`config.mk`:
```
export PLATFORM = sky130hd
export DESIGN_NAME = midi_track_marker_scanner_core
export DESIGN_NICKNAME = d
export VERILOG_FILES = /design/src/rtl/mtms_pkg.sv /design/src/rtl/mtms_in_reg.sv /design/src/rtl/mtms_decode.sv /design/src/rtl/mtms_out_reg.sv /design/src/rtl/midi_track_marker_scanner_core.sv
export SDC_FILE = /design/constraint.sdc
export NUM_CORES = 1
export LEC_CHECK = 0
export BUFFER_PORTS_ARGS = -buffer_cell sky130_fd_sc_hd__buf_2
export CORE_AREA = 5 5 158 145
export DETAILED_ROUTE_END_ITERATION = 7
export DIE_AREA = 0 0 163 150
export GPL_ROUTABILITY_DRIVEN = 0
export GPL_TIMING_DRIVEN = 0
export PLACE_DENSITY = 0.68
export SLEW_MARGIN = 20
export SYNTH_ARGS = -nofsm -noshare
export SYNTH_HDL_FRONTEND = slang
export SYNTH_SLANG_ARGS = --single-unit
```
`constraint.sdc`:
```
create_clock -name clk_i -period 8.01 [get_ports clk_i]
set_input_delay 1.2015 -clock clk_i [delete_from_list [all_inputs] [get_ports clk_i]]
set_output_delay 1.2015 -clock clk_i [all_outputs]
set_load 0.01 [all_outputs]
```
`src/rtl/mtms_pkg.sv`:
```
// ----------------------------------------------------------------------------
// MIDI track marker scanner - shared types and constants
// Phase codes, item and result structures, channel message width lookup.
// ----------------------------------------------------------------------------
package mtms_pkg;

  localparam int unsigned VlqMaxBytes = 4;
  localparam int unsigned VlqCntW     = 3;
  localparam int unsigned VlqValW     = 28;
  localparam int unsigned TickW       = 32;

  localparam logic [7:0] MarkerTypeRst = 8'h06;
  localparam logic [7:0] StMeta        = 8'hFF;
  localparam logic [7:0] StSysex       = 8'hF0;
  localparam logic [7:0] StSysexEsc    = 8'hF7;

  localparam logic [3:0] NibNoteOff  = 4'h8;
  localparam logic [3:0] NibNoteOn   = 4'h9;
  localparam logic [3:0] NibPolyAt   = 4'hA;
  localparam logic [3:0] NibCtrl     = 4'hB;
  localparam logic [3:0] NibProg     = 4'hC;
  localparam logic [3:0] NibChanAt   = 4'hD;
  localparam logic [3:0] NibPitch    = 4'hE;

  typedef enum logic [3:0] {
    PhDelta  = 4'd0,
    PhStatus = 4'd1,
    PhChan   = 4'd2,
    PhMtype  = 4'd3,
    PhMlen   = 4'd4,
    PhMbody  = 4'd5,
    PhSlen   = 4'd6,
    PhSbody  = 4'd7,
    PhStop   = 4'd8
  } phase_e;

  typedef enum logic [1:0] {
    KindText    = 2'd0,
    KindEmpty   = 2'd1,
    KindAbandon = 2'd2
  } kind_e;

  typedef struct packed {
    logic [7:0] data_byte;
    logic       track_start;
    logic       track_end;
  } in_item_t;

  typedef struct packed {
    logic              valid;
    kind_e             kind;
    logic [TickW-1:0]  tick;
    logic [7:0]        text_byte;
    logic              first;
    logic              last;
  } result_t;

  // Number of data bytes that follow a channel status; zero if not a channel status
  function automatic logic [1:0] chan_width(input logic [7:0] st);
    logic [1:0] w;
    begin
      case (st[7:4]) inside
        NibNoteOff, NibNoteOn, NibPolyAt, NibCtrl, NibPitch: w = 2'd2;
        NibProg, NibChanAt:                                   w = 2'd1;
        default:                                              w = 2'd0;
      endcase
      return w;
    end
  endfunction

endpackage

```
`src/rtl/mtms_in_reg.sv`:
```
// ----------------------------------------------------------------------------
// MIDI track marker scanner - input register
// Holds one accepted track byte until the decoder takes it.
// ----------------------------------------------------------------------------
module mtms_in_reg
  import mtms_pkg::*;
(
  input  logic       clk_i,
  input  logic       rst_ni,
  input  logic       in_valid_i,
  output logic       in_ready_o,
  input  in_item_t   item_i,
  input  logic       take_i,
  output logic       valid_o,
  output in_item_t   item_o
);

  logic     valid_q;
  in_item_t item_q;

  assign in_ready_o = !valid_q || take_i;
  assign valid_o    = valid_q;
  assign item_o     = item_q;

  always_ff @(posedge clk_i or negedge rst_ni) begin
    if (!rst_ni) begin
      valid_q <= 1'b0;
    end else if (in_ready_o) begin
      valid_q <= in_valid_i;
    end
  end

  always_ff @(posedge clk_i) begin
    if (in_ready_o && in_valid_i) begin
      item_q <= item_i;
    end
  end

endmodule

```
`src/rtl/mtms_decode.sv`:
```
// ----------------------------------------------------------------------------
// MIDI track marker scanner - event decoder
// Track state, delta time and length decoding, marker result generation.
// ----------------------------------------------------------------------------
module mtms_decode
  import mtms_pkg::*;
(
  input  logic       clk_i,
  input  logic       rst_ni,
  input  logic       cfg_we_i,
  input  logic [7:0] cfg_data_i,
  input  logic       take_i,
  input  in_item_t   item_i,
  output result_t    res_o
);

  logic [7:0]         mtype_q;
  phase_e             phase_q, phase_d;
  logic [TickW-1:0]   tick_q, tick_d;
  logic [7:0]         rs_q, rs_d;
  logic [VlqValW-1:0] vval_q, vval_d;
  logic [VlqCntW-1:0] vcnt_q, vcnt_d;
  logic [VlqValW-1:0] left_q, left_d;
  logic               cap_q, cap_d;
  logic               seen_q, seen_d;

  // Quantity feed for the current byte
  logic [VlqValW-1:0] vlq_acc;
  logic [VlqCntW-1:0] vlq_cnt;
  logic               vlq_done;
  logic               vlq_over;

  always_comb begin
    logic [7:0]         b;
    logic [1:0]         cw;
    logic [1:0]         rcw;
    phase_e             ph;
    begin
      b        = item_i.data_byte;
      vlq_acc  = 'x;
      vlq_cnt  = 'x;
      vlq_done = 1'b0;
      vlq_over = 1'b0;

      // track start clears state before the byte is decoded
      if (item_i.track_start) begin
        phase_d = PhDelta;
        tick_d  = '0;
        rs_d    = '0;
        vval_d  = '0;
        vcnt_d  = '0;
        left_d  = '0;
        cap_d   = 1'b0;
        seen_d  = 1'b0;
      end else begin
        phase_d = phase_q;
        tick_d  = tick_q;
        rs_d    = rs_q;
        vval_d  = vval_q;
        vcnt_d  = vcnt_q;
        left_d  = left_q;
        cap_d   = cap_q;
        seen_d  = seen_q;
      end

      vlq_acc  = {vval_d[VlqValW-8:0], b[6:0]};
      vlq_cnt  = vcnt_d + VlqCntW'(1);
      vlq_done = !b[7];
      vlq_over = b[7] && (vlq_cnt >= VlqCntW'(VlqMaxBytes));

      cw  = chan_width(b);
      rcw = chan_width(rs_d);
      ph  = phase_d;

      res_o           = '0;
      res_o.kind      = KindText;

      if (ph != PhStop) begin
        unique case (ph) inside
          PhDelta: begin
            if (vlq_done) begin
              tick_d  = tick_d + TickW'(vlq_acc);
              vval_d  = '0;
              vcnt_d  = '0;
              phase_d = PhStatus;
            end else if (vlq_over) begin
              vval_d  = '0;
              vcnt_d  = '0;
              phase_d = PhStop;
              cap_d   = 1'b0;
              left_d  = '0;
            end else begin
              vval_d = vlq_acc;
              vcnt_d = vlq_cnt;
            end
          end
          PhStatus: begin
            if (b[7]) begin
              rs_d = b;
              if (b == StMeta) begin
                rs_d    = '0;
                phase_d = PhMtype;
              end else if (b == StSysex || b == StSysexEsc) begin
                rs_d    = '0;
                phase_d = PhSlen;
              end else if (cw == 2'd0) begin
                phase_d = PhStop;
                cap_d   = 1'b0;
                left_d  = '0;
              end else begin
                left_d  = VlqValW'(cw);
                phase_d = PhChan;
              end
            end else if (rs_d[7] && rcw != 2'd0) begin
              // running status: this byte is the first data byte
              left_d  = VlqValW'(rcw - 2'd1);
              phase_d = (rcw != 2'd1) ? PhChan : PhDelta;
            end else begin
              phase_d = PhStop;
              cap_d   = 1'b0;
              left_d  = '0;
            end
          end
          PhChan: begin
            if (left_d != '0) begin
              left_d = left_d - VlqValW'(1);
            end
            if (left_d == '0) begin
              phase_d = PhDelta;
            end
          end
          PhMtype: begin
            cap_d   = (b == mtype_q);
            seen_d  = 1'b0;
            phase_d = PhMlen;
          end
          PhMlen, PhSlen: begin
            if (vlq_done) begin
              vval_d = '0;
              vcnt_d = '0;
              left_d = vlq_acc;
              if (vlq_acc == '0) begin
                if (ph == PhMlen && cap_d) begin
                  res_o.valid = 1'b1;
                  res_o.kind  = KindEmpty;
                  res_o.tick  = tick_d;
                  res_o.last  = 1'b1;
                  cap_d       = 1'b0;
                end
                phase_d = PhDelta;
              end else begin
                phase_d = (ph == PhMlen) ? PhMbody : PhSbody;
              end
            end else if (vlq_over) begin
              vval_d  = '0;
              vcnt_d  = '0;
              phase_d = PhStop;
              cap_d   = 1'b0;
              left_d  = '0;
            end else begin
              vval_d = vlq_acc;
              vcnt_d = vlq_cnt;
            end
          end
          PhMbody, PhSbody: begin
            if (left_d != '0) begin
              left_d = left_d - VlqValW'(1);
            end
            if (ph == PhMbody && cap_d) begin
              res_o.valid     = 1'b1;
              res_o.kind      = KindText;
              res_o.tick      = tick_d;
              res_o.text_byte = b;
              res_o.first     = !seen_d;
              res_o.last      = (left_d == '0);
              seen_d          = 1'b1;
              if (left_d == '0) begin
                cap_d = 1'b0;
              end
            end
            if (left_d == '0) begin
              phase_d = PhDelta;
            end
          end
          default: begin
            phase_d = PhStop;
            cap_d   = 1'b0;
            left_d  = '0;
          end
        endcase

        // marker still open at the end of the track: abandon it
        if (item_i.track_end) begin
          if (cap_d) begin
            res_o           = '0;
            res_o.valid     = 1'b1;
            res_o.kind      = KindAbandon;
            res_o.tick      = tick_d;
          end
          phase_d = PhStop;
          cap_d   = 1'b0;
          left_d  = '0;
        end
      end

      res_o.valid = res_o.valid && take_i;
    end
  end

  always_ff @(posedge clk_i or negedge rst_ni) begin
    if (!rst_ni) begin
      mtype_q <= MarkerTypeRst;
    end else if (cfg_we_i) begin
      mtype_q <= cfg_data_i;
    end
  end

  always_ff @(posedge clk_i or negedge rst_ni) begin
    if (!rst_ni) begin
      phase_q <= PhDelta;
      tick_q  <= '0;
      rs_q    <= '0;
      vval_q  <= '0;
      vcnt_q  <= '0;
      left_q  <= '0;
      cap_q   <= 1'b0;
      seen_q  <= 1'b0;
    end else if (take_i) begin
      phase_q <= phase_d;
      tick_q  <= tick_d;
      rs_q    <= rs_d;
      vval_q  <= vval_d;
      vcnt_q  <= vcnt_d;
      left_q  <= left_d;
      cap_q   <= cap_d;
      seen_q  <= seen_d;
    end
  end

endmodule

```
`src/rtl/mtms_out_reg.sv`:
```
// ----------------------------------------------------------------------------
// MIDI track marker scanner - result register
// Holds one marker result until the receiver takes it.
// ----------------------------------------------------------------------------
module mtms_out_reg
  import mtms_pkg::*;
(
  input  logic     clk_i,
  input  logic     rst_ni,
  input  logic     load_i,
  input  result_t  res_i,
  output logic     free_o,
  input  logic     out_ready_i,
  output result_t  res_o
);

  logic    valid_q;
  result_t res_q;

  assign free_o = !valid_q || out_ready_i;

  always_ff @(posedge clk_i or negedge rst_ni) begin
    if (!rst_ni) begin
      valid_q <= 1'b0;
    end else if (load_i) begin
      valid_q <= res_i.valid;
    end else if (out_ready_i) begin
      valid_q <= 1'b0;
    end
  end

  always_ff @(posedge clk_i) begin
    if (load_i && res_i.valid) begin
      res_q <= res_i;
    end
  end

  always_comb begin
    res_o       = res_q;
    res_o.valid = valid_q;
  end

endmodule

```
`src/rtl/midi_track_marker_scanner_core.sv`:
```
// ----------------------------------------------------------------------------
// MIDI track marker scanner
// Decodes a MIDI track body byte by byte and reports marker meta text.
// ----------------------------------------------------------------------------
// Input channel: one track byte per request, with track start and end flags.
// Output channel: zero or one marker result per byte: text byte, empty marker
// or marker abandoned at track end, with the event tick and first/last flags.
// Config channel: writes the meta type reported as marker text (reset 0x06);
// always ready, write only while the block is idle.
// Data path: an accepted byte is held in the input register and decoded from
// there; its outcome is loaded into the result register and waits until taken.
// Throughput: one byte per cycle while the receiver keeps ready high; the
// per-byte state update sits between the input and result registers.
// Reset clears the track state; bytes before a track start are decoded as a
// track from tick 0. When the receiver stalls, the result is held, the input
// register fills and then input ready drops until the result is taken.
// ----------------------------------------------------------------------------
module midi_track_marker_scanner_core
  import mtms_pkg::*;
(
  input  logic             clk_i,
  input  logic             rst_ni,
  input  logic             cfg_valid_i,
  output logic             cfg_ready_o,
  input  logic [7:0]       cfg_data_i,
  input  logic             in_valid_i,
  output logic             in_ready_o,
  input  logic [7:0]       data_byte_i,
  input  logic             track_start_i,
  input  logic             track_end_i,
  output logic             out_valid_o,
  input  logic             out_ready_i,
  output logic [1:0]       kind_o,
  output logic [TickW-1:0] tick_o,
  output logic [7:0]       text_byte_o,
  output logic             first_o,
  output logic             last_o
);

  in_item_t in_item;
  in_item_t s1_item;
  logic     s1_valid;
  logic     out_free;
  logic     take;
  result_t  res;
  result_t  out_res;

  assign cfg_ready_o = 1'b1;

  assign in_item.data_byte   = data_byte_i;
  assign in_item.track_start = track_start_i;
  assign in_item.track_end   = track_end_i;

  // advance a held byte only when the result slot can take its outcome
  assign take = s1_valid && out_free;

  mtms_in_reg u_in_reg (
    .clk_i      (clk_i),
    .rst_ni     (rst_ni),
    .in_valid_i (in_valid_i),
    .in_ready_o (in_ready_o),
    .item_i     (in_item),
    .take_i     (take),
    .valid_o    (s1_valid),
    .item_o     (s1_item)
  );

  mtms_decode u_decode (
    .clk_i      (clk_i),
    .rst_ni     (rst_ni),
    .cfg_we_i   (cfg_valid_i && cfg_ready_o),
    .cfg_data_i (cfg_data_i),
    .take_i     (take),
    .item_i     (s1_item),
    .res_o      (res)
  );

  mtms_out_reg u_out_reg (
    .clk_i       (clk_i),
    .rst_ni      (rst_ni),
    .load_i      (take),
    .res_i       (res),
    .free_o      (out_free),
    .out_ready_i (out_ready_i),
    .res_o       (out_res)
  );

  assign out_valid_o = out_res.valid;
  assign kind_o      = out_res.kind;
  assign tick_o      = out_res.tick;
  assign text_byte_o = out_res.text_byte;
  assign first_o     = out_res.first;
  assign last_o      = out_res.last;

endmodule
```
# --- After elaboration in Yosys (flattened, before gate mapping) ---
# Cells that the tools add are included.
# W data, S select, Z words.
word_totals:
  register_bits: 169
  in_bits: 23
  out_inout_bits: 47
  wordCells: 174
op_classes:
  add_sub_neg: 4
  n_lt_le_gt_ge: 1
  eq_ne: 27
  n_mux: 94
  n_reduce_logical: 29
op_table:
  columns: ["operator", "count"]
  rows:
  - ["$mux W28", 20]
  - ["$mux W45", 4]
  - ["$pmux W28 S6", 1]
  - ["$mux W32", 4]
  - ["$mux W35", 3]
  - ["$logic_not A28 Y1", 3]
  - ["$pmux W35 S2", 1]
  - ["$eq A4 B4 Y1 const B", 14]
  - ["$mux W4", 14]
  - ["$mux W8", 6]
  - ["$add A32 B28 Y32", 1]
  - ["$reduce_bool A28 Y1", 1]
  - ["$sub A28 B1 Y28 const B", 1]
  - ["$mux W1", 26]
  - ["$eq A8 B8 Y1 const B", 3]
  - ["$pmux W4 S6", 1]
  - ["$eq A4 B3 Y1 const B", 4]
  - ["$mux W3", 5]
  - ["$mux W2", 5]
  - ["$reduce_or A5 Y1", 2]
  - ["$mux W9", 1]
  - ["$eq A4 B2 Y1 const B", 2]
  - ["$eq A8 B8 Y1", 1]
  - ["$logic_and A1 B1 Y1", 8]
  - ["other kinds (15)", 24]

# --- Depth between registers and ports, before layout ---
depth:
  word_depth: 16
  depth_mapped: 21
  depth_no_buf: 14

# --- By module ---
# A second synthesis with hierarchy kept.
unflattened:
  hier_cells: 1166
  hier_area_um2: 10297.4
by_module_without_submodules:
  columns: ["module", "instances", "cells_per_inst", "area_each_um2", "seq_area_each_um2"]
  rows:
  - ["mtms_decode", 1, 1100, 8541.9, 2555.0]
  - ["mtms_out_reg", 1, 49, 1383.8, 1346.3]
  - ["mtms_in_reg", 1, 14, 354.1, 325.3]
  - ["midi_track_marker_scanner_core", 1, 3, 17.5, 0.0]

# --- Least setup slack after synthesis ---
# OpenSTA, ideal clock, no wires.
synth_path:
  path_type: "reg2reg"
  startpoint: "reg u_in_reg.item_q (netlist bit u_in_reg.item_o[1])"
  endpoint: "reg u_out_reg.res_q (netlist bit u_out_reg.res_o[0]), enable pin"
  setup_ps: 446
  t_arrival_ps: 5970
  required_time_ps: 7564
  setup_slack_ps: 1594
  path_stages_with_launch: 21
  cell_sequence: "edfxtp_1 > inv_1 > clkbuf_1 > clkbuf_1 > clkbuf_1 > nand2_1 > ha_1 > nor4b_1 > a41o_1 > buf_2 > a2111oi_0 > mux2_2 > o221ai_1 > nor4_1 > o2111a_2 > a211o_1 > buf_6 > inv_2 > buf_2 > nor2_1 > nor2_1"
synth_between:
  elab_chain_len: 16
synth_lines:
  columns: ["item", "line", "source"]
  rows:
  - ["from (decl)", "mtms_in_reg.sv:19", "in_item_t item_q;"]
  - ["from (signal assigned)", "mtms_in_reg.sv:35", "item_q <= item_i;"]
  - ["branches (longest 13 deep; another with $sub A28 B1 Y28)", null, null]
  - ["$mux W45 (*)", "mtms_decode.sv:78", "if (ph != PhStop) begin"]
  - ["$logic_and A1 B1 Y1 (*)", "mtms_decode.sv:206", "res_o.valid = res_o.valid && take_i;"]
  - ["$logic_and A1 B1 Y1 (*)", "mtms_out_reg.sv:33", "if (load_i && res_i.valid) begin"]
  - ["to (signal assigned)", "mtms_out_reg.sv:34", "res_q <= res_i;"]
  - ["to (decl)", "mtms_out_reg.sv:18", "result_t res_q;"]
# Every way passes the cells marked *. The select of a mux whose other input is x is not followed.
# A chain may end at the register's enable or synchronous reset.

# --- Final worst setup path ---
layout_path:
  startpoint: "reg u_in_reg.item_q (netlist bit u_in_reg.item_o[1])"
  endpoint: "reg u_out_reg.res_q (netlist bit u_out_reg.res_o[41]) (data pin)"
layout_between:
  elab_chain_len: 13
layout_lines:
  columns: ["item"]
  rows:
  - ["branches (longest 13 deep; another with $sub A28 B1 Y28)"]
# Parallel ways; which one is timed is not known. The select of a mux whose other input is x is not followed.

==> flow_summary_export.csv <==
group,metric,value,unit
outcome,status,"finished, final reports clean",
clock_tree,insertion_delay,0.45,ns
grt,grt_first_pass_wirelength,52510,µm
die,num_io_pins,70,
timing,period_share,97.02,%
clock_tree,post_cts_resized,0,
synth,synth_top_cell_by_area,"dfrtp_1",
critical_path,path_common_cell,"clkbuf_1",
synth,syn_area_per_cell,8.784,µm²
routing,via_count,9974,
place,placement.setup.worst_slack,0.5680,ns
timing,rsz0062_at_grt,"no",
power_and_ir_drop,powerDensity,178.5,nW/µm²
die,die_h,150,µm
routing,drc,0,
critical_path,setup.worst_path.start,"u_in_reg.item_o[1]",
clock_tree,cts-htree-levels,4,
cells_and_area,drive_gt1_share,10.65,%
critical_path,crit_buf_inv,6,
timing,drv_slew,0,
routing,ant_nets,0,
timing,finalSetupViolCount,0,
cells_and_area,nNetsFinal,1319,
critical_path,critPathSlowestCell,"o41ai_1",
synth,ys.flop_type,"dfrtp_1",
min_path,worstHoldStart,"u_decode.vcnt_q[1]",
synth,seq_area_frac_synth,40.92,%
grt,grt-ovfl-total,0,
timing,fin_skew,0.01824,ns
critical_path,cp_cell_sequence,"clkbuf_1, buf_1, clkbuf_1, clkbuf_1, buf_1, clkbuf_1, nor2b_1, ha_1, a21o_1, a211oi_1, o41ai_1, nand4bb_1, a21o_1, a31oi_1, nand3_1, mux2_1, a21o_1",
critical_path,max_stage_delay,0.92,ns
timing,period_needed,7.771,ns
cells_and_area,antenna_cells,0,
clock_tree,clock_path_buffers,2,
critical_path,rr_startpoint,"u_in_reg.item_o[1]",
clock_tree,path_clk_slew,0.06,ns
critical_path,start_kind,"flip-flop",
clock_tree,cts_setup_buffers,0,
clock_tree,clock-sinks,158,
place,portBuffers,67,
synth,ys_ff_latch,158,
synth,synth_top_cell_area_share,24.71,%
timing,finalWorstSetupSlack,0.2386,ns
run,max-cap-violations,0,
routing,viasPerCell,6.361,
critical_path,cp.arrival,7.96,ns
synth,ys_warn_count,0,
grt,grt_usage,27.76,%
clock_tree,cts_tree,"built",
power_and_ir_drop,p_leak,4.638,nW
die,dieWidth,163,µm
clock_tree,cts_hold_buf,0,
grt,antenna_found_initial,0,
cells_and_area,fin_cells,1568,
grt,grt_pass1_vias,9280,
routing,routed_wl,33950,µm
routing,drt_pass1_iterations,7,
synth,synthesis.area,10330,µm²
timing,tightest_slew,1.172,ns
synth,synthDistinctLibCells,80,
synth,synth_edf_count,54,
routing,wl_per_cell,21.65,µm
place,dp_cells,1536,
die,core-area,21190,µm²
critical_path,crit_required,8.20,ns
die,start_util,48.76,%
clock_tree,root_buffer,"clkbuf_16",
clock_tree,numCtsBuffers,17,
cells_and_area,area_delta_synth_final,13.14,%
critical_path,crit_path_end_kind,"flip-flop",
critical_path,critPathTopFamily,"buffers and inverters",
timing,slew_headroom,21.26,%
timing,hold_viol_final,0,
synth,synth-async-reset-ratio,65.82,%
power_and_ir_drop,irDropWorstVdd,152.4,µV
synth,synth_cells,1176,
critical_path,crit_fanout,10,
routing,drt_iter0_drc,1288,
synth,synthTopCellsByArea,"dfrtp_1, edfxtp_1, o21ai_0, nand2_1, ha_1",
die,dieArea,24450,µm²
place,dp_hpwl,24290,µm
timing,fmax,0.1287,GHz
grt,grt_max_degree,74,
critical_path,criticalPathCategory,"flip-flop to flip-flop",
synth,syn_nets,1231,
min_path,worstHoldPathType,"flip-flop to flip-flop",
die,rows,51,
[worst register-to-register path, delay by kind of cell, from the launching register on]
| kind | cells | cell delay (ns) |
|---|---|---|
| AOI/OAI and AO/OA | 6 | 2.01 |
| adders and majority gates | 1 | 0.37 |
| buffers and inverters | 6 | 3.58 |
| DFF | 1 | 0.53 |
| muxes | 1 | 0.34 |
| and+or+nand+nor | 3 | 0.68 |
[final cells by class]
class	count	area, µm²
clock inverters	14	138.9
clock buffers	18	450.4
fillers	1954	9498
well taps	291	364.1
multi-input cells	909	5667
flip-flops and latches	158	4227
plain buffers	81	339.1
inverters	28	105.1
repair buffers	69	396.6
[layout by cell type (no fill, tap or decap), drive strengths merged, types with 27 or more instances in the layout]
master and count:
a21oi 72, buf 81, nand2 137, edfxtp 54
dfrtp 102, nand3 33, nor2 80, nor3 34
nor2b 55, o21ai 124, ha 31, inv 36
a22o 27, clkbuf 87
[routing by layer]
metal	part of all wire [%]	global-route usage, %	vias up
li1	-	-	4532
met1	41	38.06	4713
met2	44	42.90	595
met3	11	6.142	134
met4	4.1	11.19	0
met5	0	0	-
[registers in the layout (all words and copies together), names as in the netlist]
register           flops
u_out_reg.valid_q      1
u_in_reg.valid_o       1
u_decode.left_q       28
u_decode.tick_q       32
u_decode.rs_q          4
u_decode.vcnt_q        3
u_decode.seen_q        1
u_decode.cap_q         1
u_in_reg.item_o       10
u_decode.phase_q       4
u_out_reg.res_o       44
u_decode.mtype_q       8
u_decode.vval_q       21
[report_power, final]
part	internal, mW	leakage, nW	switching, mW	total [mW]
logic	0.109	2.53	0.219	0.329
registers	0.874	1.81	0.0517	0.925
clock network	0.456	0.290	0.376	0.832
total	1.44	4.64	0.647	2.09
[synthesized netlist by cell type, drive strengths merged, types with 27 or more instances]
| cell | number |
|---|---|
| nor2 | 80 |
| o21ai | 124 |
| nor2b | 55 |
| a22o | 27 |
| ha | 31 |
| nand3 | 33 |
| inv | 27 |
| a21oi | 72 |
| edfxtp | 54 |
| clkbuf | 69 |
| nand2 | 137 |
| nor3 | 34 |
| dfrtp | 102 |
[logic make-up after synthesis]
group                    Yosys count  synth area share (%)
other                              1               0.03630
buffers and inverters            109                 4.300
flip-flops                       158                 40.92
XOR/XNOR                          39                 3.307
adder cells (fa/ha/maj)           32                 3.949
AO/OA/AOI/OAI                    388                 24.62
AND/OR/NAND/NOR                  424                 20.24
multiplexers                      25                 2.628
[per-stage QoR]
step                TNS (ns)  power [mW]  hold slack, ns  util, %  area [µm²]
floorplan                  0       1.133          0.4407        -       10330
global placement      -41.33       1.249          0.4523    52.06       11030
detailed placement         0       1.256          0.4636    52.39       11100
CTS                        0       2.076          0.4785    55.17       11690
global route               0       2.158          0.5004    55.17       11690
finish                     0       2.086          0.4767    55.17       11690
[path summary, 6_finish.rpt]
check | slack, ns | endpoint | cells after the start
min in group asynchronous | 0.63 | u_decode.mtype_q[5] | 1
max reg2reg | 0.24 | u_out_reg.res_o[41] | 17
min reg2reg | 0.48 | u_decode.vcnt_q[1] | 2
max in group asynchronous | 6.68 | u_decode.tick_q[22] | 2
min | 0.48 | u_decode.vcnt_q[1] | 2
max | 0.24 | u_out_reg.res_o[41] | 17
(Power assumes the default switching activity.)
